`src/rtl/ilm_pkg.sv`:
```
package ilm_pkg;

  // Default sizing
  localparam int unsigned NODE_COUNT_DEF  = 256;
  localparam int unsigned VALUE_WIDTH_DEF = 32;

  // Action codes; code 7 is unused and leaves the list alone
  typedef enum logic [2:0] {
    ACT_INS_AFTER  = 3'd0,
    ACT_INS_BEFORE = 3'd1,
    ACT_ERASE      = 3'd2,
    ACT_PUSH_FRONT = 3'd3,
    ACT_PUSH_BACK  = 3'd4,
    ACT_POP_FRONT  = 3'd5,
    ACT_POP_BACK   = 3'd6
  } action_t;

  typedef enum logic [1:0] {
    ST_OK         = 2'd0,
    ST_FULL       = 2'd1,
    ST_EMPTY      = 2'd2,
    ST_BADHANDLE  = 2'd3
  } status_t;

  // Controller -> datapath
  typedef struct packed {
    logic accept;  // item taken, issue memory reads
    logic exec;    // decide, first write pass, load result
    logic link;    // second write pass
  } ilm_cmd_t;

  // Datapath -> controller
  typedef struct packed {
    logic out_busy;  // result register full and not being taken
  } ilm_stat_t;

endpackage

```
`src/rtl/ilm_ctrl.sv`:
```
module ilm_ctrl (
  input  logic               clk,
  input  logic               rst,
  input  logic               in_valid,
  output logic               in_ready,
  input  ilm_pkg::ilm_stat_t st,
  output ilm_pkg::ilm_cmd_t  cmd
);

  typedef enum logic [2:0] {
    S_IDLE = 3'b001,
    S_EXEC = 3'b010,
    S_LINK = 3'b100
  } state_t;

  state_t state;
  state_t state_next;

  always_comb begin
    state_next = state;
    unique case (state)
      S_IDLE: begin
        if (in_valid) state_next = S_EXEC;
      end
      S_EXEC: begin
        if (!st.out_busy) state_next = S_LINK;
      end
      S_LINK: begin
        state_next = S_IDLE;
      end
      default: begin
        state_next = S_IDLE;
      end
    endcase
  end

  always_ff @(posedge clk) begin
    if (rst) begin
      state <= S_IDLE;
    end else begin
      state <= state_next;
    end
  end

  assign in_ready   = (state == S_IDLE);
  assign cmd.accept = in_valid && in_ready;
  assign cmd.exec   = (state == S_EXEC) && !st.out_busy;
  assign cmd.link   = (state == S_LINK);

`ifndef SYNTH
  a_link_after_exec: assert property (@(posedge clk) disable iff (rst)
    (state == S_LINK) |-> $past(state == S_EXEC))
    else $error("link pass without update pass");
  a_exec_after_accept: assert property (@(posedge clk) disable iff (rst)
    cmd.accept |=> (state == S_EXEC))
    else $error("accepted item not processed");
  a_state_onehot: assert property (@(posedge clk) disable iff (rst)
    $onehot(state))
    else $error("sequencer state not one-hot");
`endif

endmodule

```
`config.mk`:
```
export PLATFORM = sky130hd
export DESIGN_NAME = ilm_ctrl
export DESIGN_NICKNAME = d
export VERILOG_FILES = /design/src/rtl/ilm_pkg.sv /design/src/rtl/ilm_ctrl.sv
export SDC_FILE = /design/constraint.sdc
export NUM_CORES = 1
export LEC_CHECK = 0
export BUFFER_PORTS_ARGS = -buffer_cell sky130_fd_sc_hd__buf_2
export CORE_AREA = 4 4 41 43
export DETAILED_ROUTE_END_ITERATION = 16
export DIE_AREA = 0 0 45 47
export SYNTH_ARGS = -nofsm -noshare
export SYNTH_HDL_FRONTEND = slang
export SYNTH_SLANG_ARGS = --single-unit
```
`constraint.sdc`:
```
create_clock -name clk -period 2.3 [get_ports clk]
set_input_delay 0.46 -clock clk [delete_from_list [all_inputs] [get_ports clk]]
set_output_delay 0.46 -clock clk [all_outputs]
set_load 0.02 [all_outputs]
```
# Word-level counts from Yosys, hierarchy flattened
# Index checks and enable logic that the tools add are counted.
[totals] register_bits=3 out_inout_bits=4 word_cells=13 input_bits=4
[classes] n_reduce_logical=4 n_mux=3 n_eq_ne=5
[op_table] op="$mux 3" count=2
[op_table] op="$pmux 3 s2" count=1
[op_table] op="$ne 2x2->1 const B" count=2
[op_table] op="$eq 3x1->1 const B" count=1
[op_table] op="$eq 3x2->1 const B" count=1
[op_table] op="$eq 3x3->1 const B" count=1
[op_table] op="$logic_and 1x1->1" count=2
[op_table] op="$reduce_and 2->1" count=1
[op_table] op="$logic_not 1->1" count=1

# Logic depth before layout (Yosys ltp)
[depth] word_depth=3 depth_mapped=2 mapped_depth_nobuf=2

# Least setup slack after synthesis
# Ideal clock, no wire load.
[synth_path] path_type="register to output" startpoint="register state[0]" endpoint="output port cmd[2] in the netlist's numbering" path_stages_with_launch=3 t_required_ps=1840 arrival_ps=1060 n_path_buf=0 setup_slack_ps=780 cell_sequence="dfxtp_1 > nor3b_2 > and2_1"
[synth_rtl] element="from (decl)" line="ilm_ctrl.sv:16" text="state_t state;"
[synth_rtl] element="from (signal assigned)" line="ilm_ctrl.sv:41" text="state <= state_next;"
[synth_rtl] element="to (decl)" line="ilm_ctrl.sv:7" text="output ilm_pkg::ilm_cmd_t cmd"

==> impl_metrics.yaml <==
timing:
  slew_headroom: 0.853
  worst_slack_ns: 0.696
  skew_ns: 0.00365
  setup_violations: 0
  worst_slew_pin_slew_ns: 0.219
  hold_violations: 0
  grt_setup_unrepaired: "false"
  drv_slew: 0
  period_share: 0.697
  min_period_ns: 1.60
  fin_setup_tns_ns: 0
  fmaxAchievable_mhz: 623
cells_and_area:
  largest_registers: "state: 3 flops"
  top_register: "state"
  fill_cells: 156
  n_antenna_cell: 0
  stdcell_area_um2: 228
  largest_reg_flops: 3
  final_nets: 29
  syn_to_final_growth_pct: 54.2
  drive_above_1_share: 0.500
clocking:
  cts_setup_buffers: 0
  cts_resized: 0
  cts_buffers: 3
  tritoncts: "done"
  holdBufCountCts: 0
  clk_pin_slew_ns: 0.04
  ctsLongestPathBuffers: 2
  cts_htree_levels: 1
  clock-sinks: 3
  clock_latency_ns: 0.23
  ctsRootBufferMaster: "clkbuf_4"
global_route:
  grt_pass1_wl_um: 696
  grt_max_degree: 7
  grt_usage: 0.0529
  grt_pass1_vias: 152
  antenna_found_initial: 0
  grt-ovfl-total: 0
worst_hold_path:
  hold_start: "st"
  min_delay_path_depth: 2
  hold_class: "primary input to flop"
  hold_end: "state[2]"
pwr:
  sequentialPowerShare: 0.338
  p_clk_frac: 0.523
  intPower_uw: 132
  power.switching_uw: 42.7
  power.density_nw_per_um2: 768
  p_leak_uw: 0.0000985
  peakVddDrop_mv: 0.309
  p_sw_frac: 0.244
  comb_power_share: 0.139
die:
  die-area_um2: 2120
  start_util: 0.113
  rows: 13
  io_pins: 8
  die_w_um: 45
  fp.coreArea_um2: 1300
  die_y_um: 47
yosys:
  async_reset_ff_frac: 0
  syn_inst: 13
  ys_seq_area_frac: 0.407
  synth_edf_count: 0
  synth_top_area_cell: "dfxtp_1"
  synth_area_leaders: "dfxtp_1 41%, nand3b_4 14%, nor3b_2 8.5%, a211o_1 5.9%, a211oi_1 5.1%"
  yosys_warnings: 0
  synth_seq_cells: 3
  synth_most_common_cell: "dfxtp_1"
  synth_cell_type_count: 11
  ys.flop_type: "dfxtp_1"
  synth_area_um2: 148
  synth.top_cell.area_share: 0.407
  avgSynthCellArea_um2: 11.4
  syn_nets: 17
worst_setup_path:
  rr_endpoint: "state[0]"
  path_max_fanout: 5
  timing.rr.start: "state[0]"
  critical_path.endpoint_type: "primary output"
  r2r_slack_ns: 1.39
  arrival_ns: 1.14
  start_kind: "flop"
  r2r_cells: 2
  crit_required_ns: 1.84
  worstSetupPathType: "flop to primary output"
detailed_routing:
  drc: 0
  drtIter0Drc: 1
  drt_wl_total_um: 369
  first_pass_iters: 4
  via_count: 143
  wl_per_cell_um: 9.46
  ant_nets: 0
  via_per_inst: 3.67
placed_design:
  place_congestion: 0.634
  dp_slack_ns: 0.915
  place_hpwl_um: 292
  place_area_um2: 201
  port_buffers: 7
run_status:
  status: "finished, final reports clean"
job:
  maxCapViolCount: 0
## layer usage
layer | track usage | part of all wire | vias to the layer above
met5 | 0 | 0 | -
li1 | - | - | 72
met4 | 0.0351 | 0 | 0
met1 | 0.0544 | 0.44 | 63
met3 | 0.0651 | 0.18 | 0
met2 | 0.0565 | 0.38 | 8
## cells in the final DEF, fill, tap and decap left out
cell	netlist	final
clkbuf_1	0	1
nand3b_1	1	1
nor4_1	1	1
nor3b_2	1	1
nor3_1	1	1
a211o_1	1	1
nand3b_4	1	1
nand2b_1	1	1
a211oi_1	1	1
buf_2	0	7
clkbuf_4	0	3
and2_1	1	1
dfxtp_1	3	3
nor3b_1	1	1
## how the worst max path moves through the flow
stage / from / endpoint / slack, ns / cells past startpoint
3_3_place_gp: st / cmd[1] / 0.91 / 3
4_1_cts: state[0] / cmd[2] / 0.66 / 3
2_1_floorplan: state[0] / cmd[2] / 0.78 / 2
5_1_grt: state[0] / cmd[2] / 0.59 / 3
6_report: state[0] / cmd[2] / 0.70 / 3
3_5_place_dp: st / cmd[1] / 0.92 / 3
## worst max-delay path, stage by stage, from the launching register on
cell and delay [ns]:
dfxtp_1 0.41, nor3b_2 0.20, and2_1 0.14, buf_2 0.16
## cells by family (layout without fill, tap and decap cells)
| family | Yosys count | after routing | synth area share |
|---|---|---|---|
| buffers and inverters | 0 | 11 | 0 |
| AO/OA/AOI/OAI | 2 | 2 | 0.110 |
| flip-flops | 3 | 3 | 0.407 |
| AND/OR/NAND/NOR | 8 | 8 | 0.483 |
## per-stage QoR
stage	hold slack (ns)	utilization	total power, uW	instances
2_1_floorplan	0.490	-	74.7	13
3_3_place_gp	0.532	0.155	84.7	35
3_5_place_dp	0.532	0.155	84.7	35
4_1_cts	0.420	0.175	181	39
5_1_grt	0.432	0.175	191	39
6_report	0.428	0.175	175	39
## final cells by class
type / count / area (um2) / area share
Clock buffer: 4 / 26.3 / 0.115
Sequential cell: 3 / 60.1 / 0.264
Multi-Input combinational cell: 10 / 87.6 / 0.385
Tap cell: 15 / 18.8 / 0.0824
Timing Repair Buffer: 7 / 35.0 / 0.154
## power groups by stage
stage / sequential, uW / clock [uW] / combinational, uW
3_3_place_gp: 59.9 / 0 / 24.7
5_1_grt: 59.8 / 104 / 26.8
4_1_cts: 59.2 / 96.5 / 24.8
6_report: 59.1 / 91.5 / 24.3
3_5_place_dp: 59.9 / 0 / 24.8
2_1_floorplan: 59.0 / 0 / 15.7
Power figures use the tool's default switching activity.
